### src/rtl/bre_pkg.sv
package bre_pkg;

   localparam logic OP_UPDATE = 1'b0;
   localparam logic OP_QUERY  = 1'b1;

   localparam logic [1:0] KIND_IDLE      = 2'd0;
   localparam logic [1:0] KIND_DISCHARGE = 2'd1;
   localparam logic [1:0] KIND_CHARGE    = 2'd2;

   localparam logic CSR_MIN_PERCENT = 1'b0;
   localparam logic CSR_MIN_MINUTES = 1'b1;

   localparam int PCT_W = 7;
   localparam int MIN_W = 16;
   localparam int EST_W = 23;
   localparam int DIV_W = 32;
   localparam int REM_W = 16;

   localparam logic [PCT_W-1:0] PCT_FULL      = 7'd100;
   localparam logic [REM_W-1:0] MS_PER_MINUTE = 16'd60000;
   localparam logic [EST_W-1:0] EST_MAX       = 23'd4194303;
   localparam logic [EST_W-1:0] EST_UNKNOWN   = 23'h7FFFFF;

   localparam logic [PCT_W-1:0] MIN_PERCENT_RESET = 7'd3;
   localparam logic [MIN_W-1:0] MIN_MINUTES_RESET = 16'd5;

endpackage

### src/rtl/battery_run_time_estimator.sv
// Battery run-time estimator. Status updates classify the battery as idle,
// discharging or charging; a change of kind closes the running stretch into a
// discharge or charge ring of STRETCH_SLOTS entries (kept only if it spans at
// least the minimum percent and minutes, oldest entry overwritten when full).
// Queries return one result with counts, the running stretch and four
// estimates, each -1 when unknown. All divisions run on one shared
// bit-serial restoring divider, one quotient bit per cycle. Sequence: an
// idle or unknown-level update of the same kind is handled in the idle state;
// a kind change goes through a ring memory read then write; a same-kind
// update divides the elapsed milliseconds by 60000; a query runs four
// load-plus-divide steps and then loads the result register, plus any wait
// for the result register to drain. req_stall is high while an item is in
// progress. The ring memories are not cleared after reset; only written
// entries are ever used.
module battery_run_time_estimator
   import bre_pkg::*;
#(
   parameter int STRETCH_SLOTS = 16
) (
   input  logic                    clock,
   input  logic                    reset,
   input  logic                    req_valid,
   output logic                    req_stall,
   input  logic                    req_opcode,
   input  logic [31:0]             req_time_ms,
   input  logic                    req_battery_present,
   input  logic                    req_supply_present,
   input  logic                    req_is_charging,
   input  logic signed [7:0]       req_level_percent,
   output logic                    rsp_valid,
   input  logic                    rsp_stall,
   output logic signed [EST_W-1:0] rsp_left_minutes,
   output logic signed [EST_W-1:0] rsp_full_minutes,
   output logic signed [EST_W-1:0] rsp_life_minutes,
   output logic signed [EST_W-1:0] rsp_charge_minutes,
   output logic [4:0]              rsp_discharge_count,
   output logic [4:0]              rsp_charge_count,
   output logic [1:0]              rsp_current_kind,
   output logic [MIN_W-1:0]        rsp_current_minutes,
   input  logic                    csr_we,
   input  logic                    csr_index,
   input  logic [MIN_W-1:0]        csr_wdata
);

   localparam int SLOT_W = (STRETCH_SLOTS > 1) ? $clog2(STRETCH_SLOTS) : 1;
   localparam int FILL_W = $clog2(STRETCH_SLOTS + 1);
   localparam int SUMP_W = $clog2(STRETCH_SLOTS * 127 + 1);
   localparam int SUMM_W = $clog2(STRETCH_SLOTS * 65535 + 1);
   localparam int ENTRY_W = PCT_W + MIN_W;
   localparam logic [FILL_W-1:0] FILL_FULL = FILL_W'(STRETCH_SLOTS);
   localparam logic [SLOT_W-1:0] SLOT_LAST = SLOT_W'(STRETCH_SLOTS - 1);
   localparam logic [4:0] STEP_LAST = 5'(DIV_W - 1);

   typedef enum logic [2:0] {ST_IDLE, ST_WRITE, ST_LOAD, ST_DIV, ST_DONE} state_type;
   typedef enum logic [1:0] {JOB_LEFT, JOB_FULL, JOB_LIFE, JOB_CHARGE} job_type;

   typedef struct packed {
      logic             valid;
      logic             ring;
      logic [PCT_W-1:0] span;
      logic [MIN_W-1:0] minutes;
   } offer_type;

   state_type           state_ff;
   job_type             job_ff;
   logic [4:0]          step_ff;
   logic [DIV_W-1:0]    quo_ff;
   logic [REM_W-1:0]    rem_ff;
   logic [REM_W-1:0]    dvs_ff;
   logic                is_time_ff;

   logic [PCT_W-1:0]    min_pct_ff;
   logic [MIN_W-1:0]    min_min_ff;

   logic [1:0]          stretch_kind_ff;
   logic [PCT_W-1:0]    run_first_ff;
   logic [PCT_W-1:0]    run_latest_ff;
   logic [MIN_W-1:0]    run_elapsed_ff;
   logic [31:0]         run_start_ff;

   logic [FILL_W-1:0]   fill_ff [2];
   logic [SLOT_W-1:0]   slot_ff [2];
   logic [SUMP_W-1:0]   sump_ff [2];
   logic [SUMM_W-1:0]   summ_ff [2];
   logic [ENTRY_W-1:0]  rd_ff   [2];

   logic [ENTRY_W-1:0]  dis_mem [STRETCH_SLOTS];
   logic [ENTRY_W-1:0]  chg_mem [STRETCH_SLOTS];

   offer_type           offer_ff;
   logic [PCT_W-1:0]    q_pct_ff;
   logic                q_known_ff;
   logic [EST_W-1:0]    est_ff [4];

   logic                rsp_valid_ff;
   logic [EST_W-1:0]    rsp_left_ff;
   logic [EST_W-1:0]    rsp_full_ff;
   logic [EST_W-1:0]    rsp_life_ff;
   logic [EST_W-1:0]    rsp_charge_ff;
   logic [4:0]          rsp_dcount_ff;
   logic [4:0]          rsp_ccount_ff;
   logic [1:0]          rsp_kind_ff;
   logic [MIN_W-1:0]    rsp_minutes_ff;

   logic                accept;
   logic                known;
   logic [PCT_W-1:0]    pct_in;
   logic [1:0]          kind_in;
   logic signed [8:0]   span_dis;
   logic signed [8:0]   span_chg;
   logic signed [8:0]   span_sel;
   logic                offer_ok;

   logic [REM_W:0]      rem_shift;
   logic                take;
   logic [REM_W-1:0]    rem_in;
   logic [DIV_W-1:0]    quo_in;

   logic                job_ring;
   logic [PCT_W-1:0]    job_amount;
   logic [DIV_W-1:0]    prod_in;
   logic [EST_W-1:0]    est_in;

   logic                wr_ring;
   logic                wr_full;
   logic [ENTRY_W-1:0]  wr_old;
   logic [SUMP_W-1:0]   sump_in;
   logic [SUMM_W-1:0]   summ_in;
   logic [SLOT_W-1:0]   slot_in;
   logic [FILL_W-1:0]   fill_in;
   logic [ENTRY_W-1:0]  entry_in;

   assign accept    = req_valid && (state_ff == ST_IDLE);
   assign req_stall = (state_ff != ST_IDLE);

   always_comb begin
      known = !req_level_percent[7];
      if (!known) begin
         pct_in = '0;
      end else if (req_level_percent[6:0] > PCT_FULL) begin
         pct_in = PCT_FULL;
      end else begin
         pct_in = req_level_percent[6:0];
      end
      if (!req_battery_present) begin
         kind_in = KIND_IDLE;
      end else if (!req_supply_present) begin
         kind_in = KIND_DISCHARGE;
      end else if (req_is_charging) begin
         kind_in = KIND_CHARGE;
      end else begin
         kind_in = KIND_IDLE;
      end
      span_dis = $signed({2'b00, run_first_ff}) - $signed({2'b00, run_latest_ff});
      span_chg = $signed({2'b00, run_latest_ff}) - $signed({2'b00, run_first_ff});
      span_sel = (stretch_kind_ff == KIND_CHARGE) ? span_chg : span_dis;
      offer_ok = ((stretch_kind_ff == KIND_DISCHARGE) || (stretch_kind_ff == KIND_CHARGE))
                 && (span_sel >= $signed({2'b00, min_pct_ff}))
                 && (run_elapsed_ff >= min_min_ff);
   end

   always_comb begin
      rem_shift = {rem_ff, quo_ff[DIV_W-1]};
      take      = (rem_shift >= {1'b0, dvs_ff});
      rem_in    = take ? REM_W'(rem_shift - {1'b0, dvs_ff}) : rem_shift[REM_W-1:0];
      quo_in    = {quo_ff[DIV_W-2:0], take};
   end

   always_comb begin
      job_ring   = (job_ff == JOB_FULL) || (job_ff == JOB_CHARGE);
      case (job_ff)
         JOB_LEFT: job_amount = q_pct_ff;
         JOB_FULL: job_amount = PCT_FULL - q_pct_ff;
         default:  job_amount = PCT_FULL;
      endcase
      prod_in = {{(DIV_W - PCT_W){1'b0}}, job_amount} * DIV_W'(summ_ff[job_ring]);
      if ((sump_ff[job_ring] == '0) || (summ_ff[job_ring] == '0) ||
          (((job_ff == JOB_LEFT) || (job_ff == JOB_FULL)) && !q_known_ff)) begin
         est_in = EST_UNKNOWN;
      end else if (quo_in > DIV_W'(EST_MAX)) begin
         est_in = EST_MAX;
      end else begin
         est_in = quo_in[EST_W-1:0];
      end
   end

   always_comb begin
      wr_ring  = offer_ff.ring;
      wr_full  = (fill_ff[wr_ring] >= FILL_FULL);
      wr_old   = rd_ff[wr_ring];
      sump_in  = sump_ff[wr_ring] - (wr_full ? SUMP_W'(wr_old[PCT_W-1:0]) : SUMP_W'(0))
                 + SUMP_W'(offer_ff.span);
      summ_in  = summ_ff[wr_ring] - (wr_full ? SUMM_W'(wr_old[ENTRY_W-1:PCT_W]) : SUMM_W'(0))
                 + SUMM_W'(offer_ff.minutes);
      slot_in  = (slot_ff[wr_ring] == SLOT_LAST) ? '0 : slot_ff[wr_ring] + SLOT_W'(1);
      fill_in  = wr_full ? fill_ff[wr_ring] : fill_ff[wr_ring] + FILL_W'(1);
      entry_in = {offer_ff.minutes, offer_ff.span};
   end

   always_ff @(posedge clock) begin
      if ((state_ff == ST_WRITE) && offer_ff.valid && !offer_ff.ring) begin
         dis_mem[slot_ff[0]] <= entry_in;
      end
      rd_ff[0] <= dis_mem[slot_ff[0]];
   end

   always_ff @(posedge clock) begin
      if ((state_ff == ST_WRITE) && offer_ff.valid && offer_ff.ring) begin
         chg_mem[slot_ff[1]] <= entry_in;
      end
      rd_ff[1] <= chg_mem[slot_ff[1]];
   end

   always_ff @(posedge clock) begin
      if (reset) begin
         state_ff        <= ST_IDLE;
         job_ff          <= JOB_LEFT;
         step_ff         <= '0;
         is_time_ff      <= 1'b0;
         min_pct_ff      <= MIN_PERCENT_RESET;
         min_min_ff      <= MIN_MINUTES_RESET;
         stretch_kind_ff <= KIND_IDLE;
         run_first_ff    <= '0;
         run_latest_ff   <= '0;
         run_elapsed_ff  <= '0;
         run_start_ff    <= '0;
         for (int r = 0; r < 2; r++) begin
            fill_ff[r] <= '0;
            slot_ff[r] <= '0;
            sump_ff[r] <= '0;
            summ_ff[r] <= '0;
         end
         rsp_valid_ff   <= 1'b0;
      end else begin
         if (csr_we) begin
            if (csr_index == CSR_MIN_PERCENT) begin
               min_pct_ff <= csr_wdata[PCT_W-1:0];
            end else begin
               min_min_ff <= csr_wdata;
            end
         end
         if (rsp_valid_ff && !rsp_stall && (state_ff != ST_DONE)) begin
            rsp_valid_ff <= 1'b0;
         end
         unique case (state_ff)
            ST_IDLE: begin
               if (accept) begin
                  if (req_opcode == OP_QUERY) begin
                     q_pct_ff   <= pct_in;
                     q_known_ff <= known;
                     job_ff     <= JOB_LEFT;
                     state_ff   <= ST_LOAD;
                  end else if (kind_in != stretch_kind_ff) begin
                     offer_ff.valid   <= offer_ok;
                     offer_ff.ring    <= (stretch_kind_ff == KIND_CHARGE);
                     offer_ff.span    <= span_sel[PCT_W-1:0];
                     offer_ff.minutes <= run_elapsed_ff;
                     stretch_kind_ff  <= kind_in;
                     run_first_ff     <= pct_in;
                     run_latest_ff    <= pct_in;
                     run_elapsed_ff   <= '0;
                     run_start_ff     <= req_time_ms;
                     state_ff         <= ST_WRITE;
                  end else if ((kind_in != KIND_IDLE) && known) begin
                     run_latest_ff <= pct_in;
                     quo_ff        <= req_time_ms - run_start_ff;
                     rem_ff        <= '0;
                     dvs_ff        <= MS_PER_MINUTE;
                     step_ff       <= '0;
                     is_time_ff    <= 1'b1;
                     state_ff      <= ST_DIV;
                  end
               end
            end
            ST_WRITE: begin
               if (offer_ff.valid) begin
                  fill_ff[wr_ring] <= fill_in;
                  slot_ff[wr_ring] <= slot_in;
                  sump_ff[wr_ring] <= sump_in;
                  summ_ff[wr_ring] <= summ_in;
               end
               state_ff <= ST_IDLE;
            end
            ST_LOAD: begin
               quo_ff     <= prod_in;
               rem_ff     <= '0;
               dvs_ff     <= REM_W'(sump_ff[job_ring]);
               step_ff    <= '0;
               is_time_ff <= 1'b0;
               state_ff   <= ST_DIV;
            end
            ST_DIV: begin
               quo_ff  <= quo_in;
               rem_ff  <= rem_in;
               step_ff <= step_ff + 5'd1;
               if (step_ff == STEP_LAST) begin
                  if (is_time_ff) begin
                     run_elapsed_ff <= quo_in[MIN_W-1:0];
                     state_ff       <= ST_IDLE;
                  end else begin
                     est_ff[job_ff] <= est_in;
                     if (job_ff == JOB_CHARGE) begin
                        state_ff <= ST_DONE;
                     end else begin
                        job_ff   <= job_type'(job_ff + 2'd1);
                        state_ff <= ST_LOAD;
                     end
                  end
               end
            end
            ST_DONE: begin
               if (!rsp_valid_ff || !rsp_stall) begin
                  rsp_valid_ff   <= 1'b1;
                  rsp_left_ff    <= est_ff[JOB_LEFT];
                  rsp_full_ff    <= est_ff[JOB_FULL];
                  rsp_life_ff    <= est_ff[JOB_LIFE];
                  rsp_charge_ff  <= est_ff[JOB_CHARGE];
                  rsp_dcount_ff  <= 5'(fill_ff[0]);
                  rsp_ccount_ff  <= 5'(fill_ff[1]);
                  rsp_kind_ff    <= stretch_kind_ff;
                  rsp_minutes_ff <= run_elapsed_ff;
                  state_ff       <= ST_IDLE;
               end
            end
            default: state_ff <= ST_IDLE;
         endcase
      end
   end

   assign rsp_valid           = rsp_valid_ff;
   assign rsp_left_minutes    = $signed(rsp_left_ff);
   assign rsp_full_minutes    = $signed(rsp_full_ff);
   assign rsp_life_minutes    = $signed(rsp_life_ff);
   assign rsp_charge_minutes  = $signed(rsp_charge_ff);
   assign rsp_discharge_count = rsp_dcount_ff;
   assign rsp_charge_count    = rsp_ccount_ff;
   assign rsp_current_kind    = rsp_kind_ff;
   assign rsp_current_minutes = rsp_minutes_ff;

endmodule

### config.mk
export PLATFORM = sky130hd
export DESIGN_NAME = battery_run_time_estimator
export DESIGN_NICKNAME = d
export VERILOG_FILES = /design/src/rtl/bre_pkg.sv /design/src/rtl/battery_run_time_estimator.sv
export SDC_FILE = /design/constraint.sdc
export NUM_CORES = 2
export LEC_CHECK = 0
export BUFFER_PORTS_ARGS = -buffer_cell sky130_fd_sc_hd__buf_2
export CAP_MARGIN = 20
export CORE_ASPECT_RATIO = 1.75
export CORE_MARGIN = 2
export CORE_UTILIZATION = 55
export CTS_CLUSTER_DIAMETER = 60
export CTS_CLUSTER_SIZE = 14
export DETAILED_ROUTE_END_ITERATION = 10
export PLACE_DENSITY = 0.72
export SLEW_MARGIN = 20
export SYNTH_ARGS = -nofsm -noshare
export SYNTH_HDL_FRONTEND = slang
export SYNTH_SLANG_ARGS = --single-unit
### constraint.sdc
create_clock -name clock -period 14.1 [get_ports clock]
set_input_delay 0.705 -clock clock [delete_from_list [all_inputs] [get_ports clock]]
set_output_delay 0.705 -clock clock [all_outputs]
set_load 0.01 [all_outputs]
; ---- Yosys cells after proc, flatten, opt, wreduce, memory -nomap -nowiden
; Memories as Yosys holds them, arrays and structs flattened. A register that Yosys moved wholly into a read port is not among the register bits.
; Index checks and enable logic that the tools add are counted.
[word_totals]
regBits = 214
ramBits = 954
n_memories = 8
in_bits = 66
wordCells = 224
out_inout_bits = 122
[classes]
n_addsub = 13
n_mul = 1
order_cmp = 6
muxes = 97
reduce_logical = 49
eq_ne = 24
n_bitwise = 3
[mem_list]
columns = memory, depth, word_bits, rd, rd_clocked_by_memory_dff, write_ports, line_no
row1 = chg_mem, 16, 23, 1, 0, 1, battery_run_time_estimator.sv:88  ; logic [ENTRY_W-1:0] chg_mem [STRETCH_SLOTS];
row2 = dis_mem, 16, 23, 1, 0, 1, battery_run_time_estimator.sv:87  ; logic [ENTRY_W-1:0] dis_mem [STRETCH_SLOTS];
row3 = est_ff, 4, 23, 4, 4, 1, battery_run_time_estimator.sv:93  ; logic [EST_W-1:0] est_ff [4];
row4 = rd_ff, 2, 23, 1, 1, 2, battery_run_time_estimator.sv:85  ; logic [ENTRY_W-1:0] rd_ff [2];
row5 = summ_ff, 2, 20, 2, 1, 2, battery_run_time_estimator.sv:84  ; logic [SUMM_W-1:0] summ_ff [2];
row6 = sump_ff, 2, 11, 2, 1, 2, battery_run_time_estimator.sv:83  ; logic [SUMP_W-1:0] sump_ff [2];
row7 = 2 more memories, n/a, n/a, n/a, n/a, n/a, n/a
[ops]
columns = operator, n
row1 = 16-bit 2-to-1 mux, 15
row2 = 32-bit 2-to-1 mux, 4
row3 = 32-bit case mux with 3 select lines, 1
row4 = 16-bit case mux with 2 select lines, 2
row5 = 16-bit case mux with 3 select lines, 1
row6 = 23-bit 2-to-1 mux, 2
row7 = 1-bit 2-to-1 mux, 35
row8 = 7-bit 2-to-1 mux, 5
row9 = 32-bit by 22-bit > comparator with 1-bit output (second input constant), 1
row10 = 32-bit subtractor, 1
row11 = 5-bit 2-to-1 mux, 6
row12 = 7-bit by 20-bit multiplier with 27-bit output, 1
row13 = 3-bit 2-to-1 mux, 8
row14 = 6-bit AND reduction, 4
row15 = 20-bit by 16-bit adder with 20-bit output, 1
row16 = 20-bit zero test, 1
row17 = 20-bit 2-to-1 mux, 1
row18 = 20-bit OR reduction, 1
row19 = 20-bit by 16-bit subtractor with 20-bit output, 1
row20 = 2-bit inequality test (second input constant), 9
row21 = 17-bit by 16-bit greater-or-equal comparator with 1-bit output, 1
row22 = 16-bit greater-or-equal comparator, 1
row23 = 2-bit 2-to-1 mux, 8
row24 = 4-bit AND reduction, 4
row25 = 45 further kinds, 79

; ---- Longest topological paths before layout
[logic_depth]
ltp_word = 10
mapped_depth = 29
ltp_nobuf = 27

; ---- Least setup slack after synthesis
; OpenSTA, ideal clock, no wires.
[synth_path]
kind = input port to flip-flop
startpoint = in reset
endpoint = reg rsp_ccount_ff[0], in the netlist rsp_charge_count[0] (read register of fill_ff), enable pin
t_required_ps = 13329
setup_slack_ps = 3495
path_stages = 3
t_arrival_ps = 9834
setup_time_ps = 771
n_path_buf = 2
path_cell_list = clkbuf_1 clkbuf_1 nor3b_1
[synth_between]
elab_chain_len = 2
[synth_lines]
columns = element, line_no
row1 = "start, declared", battery_run_time_estimator.sv:21  ; input logic reset,
row2 = 1-bit inverter (no source line), n/a
row3 = 3-bit AND reduction (no source line), n/a
row4 = "end, declared", battery_run_time_estimator.sv:101  ; logic [4:0] rsp_ccount_ff;
; No other way between the ends.
; A chain may end at the register's enable or synchronous reset.

; ---- Worst setup path after layout
[layout_path]
startpoint = reg job_ff[1]
endpoint = reg quo_ff[18] (data pin)
[layout_between]
elab_chain_len = 5
word_cells_on_any_way = 8
cone_classes = mul: 1 / eq/ne: 2 / mux: 2 / reduce/logical: 2 / memory: 1
[layout_lines]
columns = element, line_no
row1 = "start, declared", battery_run_time_estimator.sv:65  ; job_type job_ff;
row2 = "start signal, assigned", battery_run_time_estimator.sv:305  ; job_ff <= job_type'(job_ff + 2'd1);
row3 = 2-bit by 1-bit equality test with 1-bit output or 2-bit equality test (tied branches), "battery_run_time_estimator.sv:170, battery_run_time_estimator.sv:171"
row4 = 1-bit logical OR, battery_run_time_estimator.sv:170  ; job_ring = (job_ff == JOB_FULL) || (job_ff == JOB_CHARGE);
row5 = memory 2 x 20 bit, n/a
row6 = 7-bit by 20-bit multiplier with 27-bit output (*), battery_run_time_estimator.sv:176  ; prod_in = {{(DIV_W - PCT_W){1'b0}}, job_amount} * DIV_W'(summ_ff[job_ring]);
row7 = 32-bit case mux with 3 select lines (*), battery_run_time_estimator.sv:245  ; unique case (state_ff)
row8 = "end signal, assigned", battery_run_time_estimator.sv:266  ; quo_ff <= req_time_ms - run_start_ff;
row9 = "end signal, assigned", battery_run_time_estimator.sv:285  ; quo_ff <= prod_in;
row10 = "end signal, assigned", battery_run_time_estimator.sv:293  ; quo_ff <= quo_in;
row11 = "end, declared", battery_run_time_estimator.sv:67  ; logic [DIV_W-1:0] quo_ff;
; Every way passes the cells marked *; elsewhere a longest branch is shown, timed or not.

==> results.json <==
{
  "worstSetupStartpointType": "flop",
  "drt_iter0_drc": 2291,
  "drc": 0,
  "synth.distinct_cells": 85,
  "status": "finished, final reports clean",
  "syn_area_sq_um": 57100,
  "post-cts-setup-buffer-count": 0,
  "area_growth_pct": 10.6,
  "slowest_delay_ns": 0.71,
  "syn_area_per_cell_sq_um": 14.9,
  "setup_tns_ns": 0,
  "crit_path_max_fanout": 34,
  "crit_buf_inv": 4,
  "p_per_area_nw_per_um2": 133,
  "worstPathCellList": "inv_1 -> ha_1 -> or2_1 -> buf_4 -> mux2i_1 -> nor2_1 -> fa_1 -> fa_1 -> fa_1 -> inv_1 -> fa_1 -> inv_1 -> ha_1 -> o21a_1 -> o211ai_1 -> a31oi_1 -> a21oi_1 -> xor2_1 -> o21ai_0 -> o211a_1",
  "drt-vias-per-instance": 5.93,
  "max_freq_ghz": 0.142,
  "grt_pass1_wl_um": 203000,
  "final_util_pct": 61.2,
  "cts_buffers": 103,
  "die_h_um": 430,
  "synth-async-reset-ratio_pct": 0,
  "dpl.hpwl_um": 97100,
  "track_usage_pct": 26.1,
  "clkTransAtPathRegs_ns": 0.07,
  "holdWs_ns": 0.218,
  "cts_tree": "done",
  "clk_latency_ns": 0.72,
  "synth_seq_cells": 1267,
  "fin_skew_ns": 0.0296,
  "grt_pass1_vias": 33574,
  "synth_ff_type": "edfxtp_1",
  "grt-ovfl-total": 0,
  "avgRoutedWirePerCell_um": 25.0,
  "finalNetCount": 4415,
  "antenna_found_initial": 2,
  "timing.critical_path.to": "quo_ff[18]",
  "cp_common_cell": "fa_1",
  "critPathArrivalTime_ns": 7.60,
  "routed_wl_um": 137000,
  "synth_fp_nets": 4185,
  "grt_max_degree": 98,
  "p_leak_uw": 0.0221,
  "critical-path-top-delay-family": "adder cells",
  "cp_num_cells": 20,
  "clkSinkCount": 1267,
  "crit_type": "flop to flop",
  "slew_headroom_pct": 25.7,
  "tightest_slew_ns": 1.12,
  "cts_root_buf": "clkbuf_16",
  "cp_slowest_cell": "mux2i_1",
  "hold_viol": 0,
  "io_pins": 188,
  "period_minus_slack_ns": 7.03,
  "drive_above_1_share_pct": 17.0,
  "start_util_pct": 55.3,
  "syn_inst": 3833,
  "drt_first_pass_iters": 7,
  "vdd_ir_drop_max_mv": 0.110,
  "slew_viol_final": 0,
  "ys_seq_area_share_pct": 64.0,
  "rows": 156,
  "cts.hold.buffers_added": 0,
  "fillers": 7558,
  "finalCritPeriodShare_pct": 49.9,
  "r2r-start": "job_ff[1]",
  "routed-via-count": 32578,
  "cts_htree_levels": 3,
  "hp-class": "input pin to flop",
  "r2r_slack_ns": 7.07,
  "fp.dieArea_sq_um": 107000,
  "die_w_um": 248,
  "synth_edf_count": 1121,
  "setup_violations": 0,
  "ff2ff_path_depth": 20,
  "cp-end-kind": "flop",
  "crit_start": "job_ff[1]",
  "post_cts_resized": 0,
  "rsz0062_at_grt": "no",
  "worstPathRequired_ns": 14.67,
  "core_area_sq_um": 103000,
  "reg2reg_to": "quo_ff[18]",
  "globalplace.congestion": 0.945,
  "synth_warnings": 0,
  "clockBufferDepth": 3,
  "io_buffers": 187,
  "antennaDiodeCount": 0,
  "maxCapViolCount": 0,
  "ant_nets": 0
}
-- Yosys cell counts (45+ instances only) --
master    number  area share [%]
nand2_1      270             1.8
mux4_2       230             9.1
inv_1        301             2.0
edfxtp_1    1121              59
nand3_1       48            0.42
clkbuf_1     112            0.74
nor2_1       323             2.1
a21o_1        45            0.59
nand2b_1      59            0.65
ha_1         170             3.7
mux2i_1      107             1.9
o21ai_0       68            0.60
a21oi_1      190             1.7
fa_1         116             4.1
dfxtp_1      146             5.1
-- cell type report --
cell class / instances / area [sq um] / share of cell area [%]
inverters: 301 / 1130 / 1.79
flip-flops and latches: 1267 / 36600 / 57.9
well taps: 1343 / 1680 / 2.66
clock inverters: 11 / 176 / 0.279
repair buffers: 279 / 1760 / 2.78
clock buffers: 179 / 2920 / 4.61
multi-input cells: 2111 / 19000 / 30.0
-- registers in the layout, summed over array words and instances, names as in the netlist, 32 cells and up, named ones only --
register	flops
chg_mem	368
dis_mem	368
est_ff	92
rd_ff	46
summ_ff	40
quo_ff	32
run_start_ff	32
-- power by group --
part / switching [uW] / internal (uW)
sequential: 60.9 / 4150
combinational: 906 / 593
clock: 1300 / 1430
total: 2270 / 6170
-- through the flow --
step | worst slack, ns | cell area, sq um | total power (uW) | instances
after floorplan | 3.50 | 57100 | 5370 | 3833
after global routing | 6.70 | 63200 | 8780 | 5491
after CTS | 7.02 | 63000 | 8490 | 5479
final | 7.07 | 63200 | 8430 | 5491
after detailed placement | 7.05 | 59900 | 5780 | 5289
after global placement | 7.15 | 59900 | 5760 | 5287
-- layout by cell type (no fill, tap or decap), drive strengths merged, types with 36 or more instances in the layout --
master	count
xnor2	42
o21ai	79
nor3	41
buf	279
mux4	230
nor2	324
xor2	39
edfxtp	1121
nand3	48
inv	306
dfxtp	146
fa	116
mux2i	109
a21o	45
or3	36
a21oi	193
nand2	270
nand2b	59
ha	170
clkbuf	179
-- worst min-delay path: stages --
cell and delay (ns):
buf_2 0.10, nand2_1 0.05, a21oi_1 0.05
-- metal layers --
metal | global-route usage [%] | wire (um) | up-vias
met4 | 15.0 | 8540 | 0
met1 | 26.5 | 44500 | 16523
met2 | 50.3 | 78200 | 1030
li1 | - | - | 14687
met5 | 0 | 0 | -
met3 | 3.22 | 6230 | 338
-- kinds of logic after synthesis --
group | count (synthesis) | share of synthesized area, %
AOI/OAI and AO/OA | 484 | 5.38
and+or+nand+nor | 917 | 7.38
xor gates and xnor gates | 81 | 1.24
DFF | 1267 | 64.0
muxes | 343 | 11.1
buffers and inverters | 455 | 3.09
adders and majority gates | 286 | 7.79
-- worst min path at each step --
stage	from	endpoint	slack [ns]	depth (start not counted)
after floorplan	est_ff[3][0]	rsp_charge_minutes[0]	0.40	0
after global placement	est_ff[0][4]	rsp_left_minutes[4]	0.40	0
after detailed placement	est_ff[3][16]	rsp_charge_minutes[16]	0.40	0
after CTS	csr_wdata[9]	min_min_ff[9]	0.17	3
after global routing	csr_wdata[14]	min_min_ff[14]	0.20	3
final	csr_wdata[9]	min_min_ff[9]	0.22	3
Power figures use the tool's default switching activity.
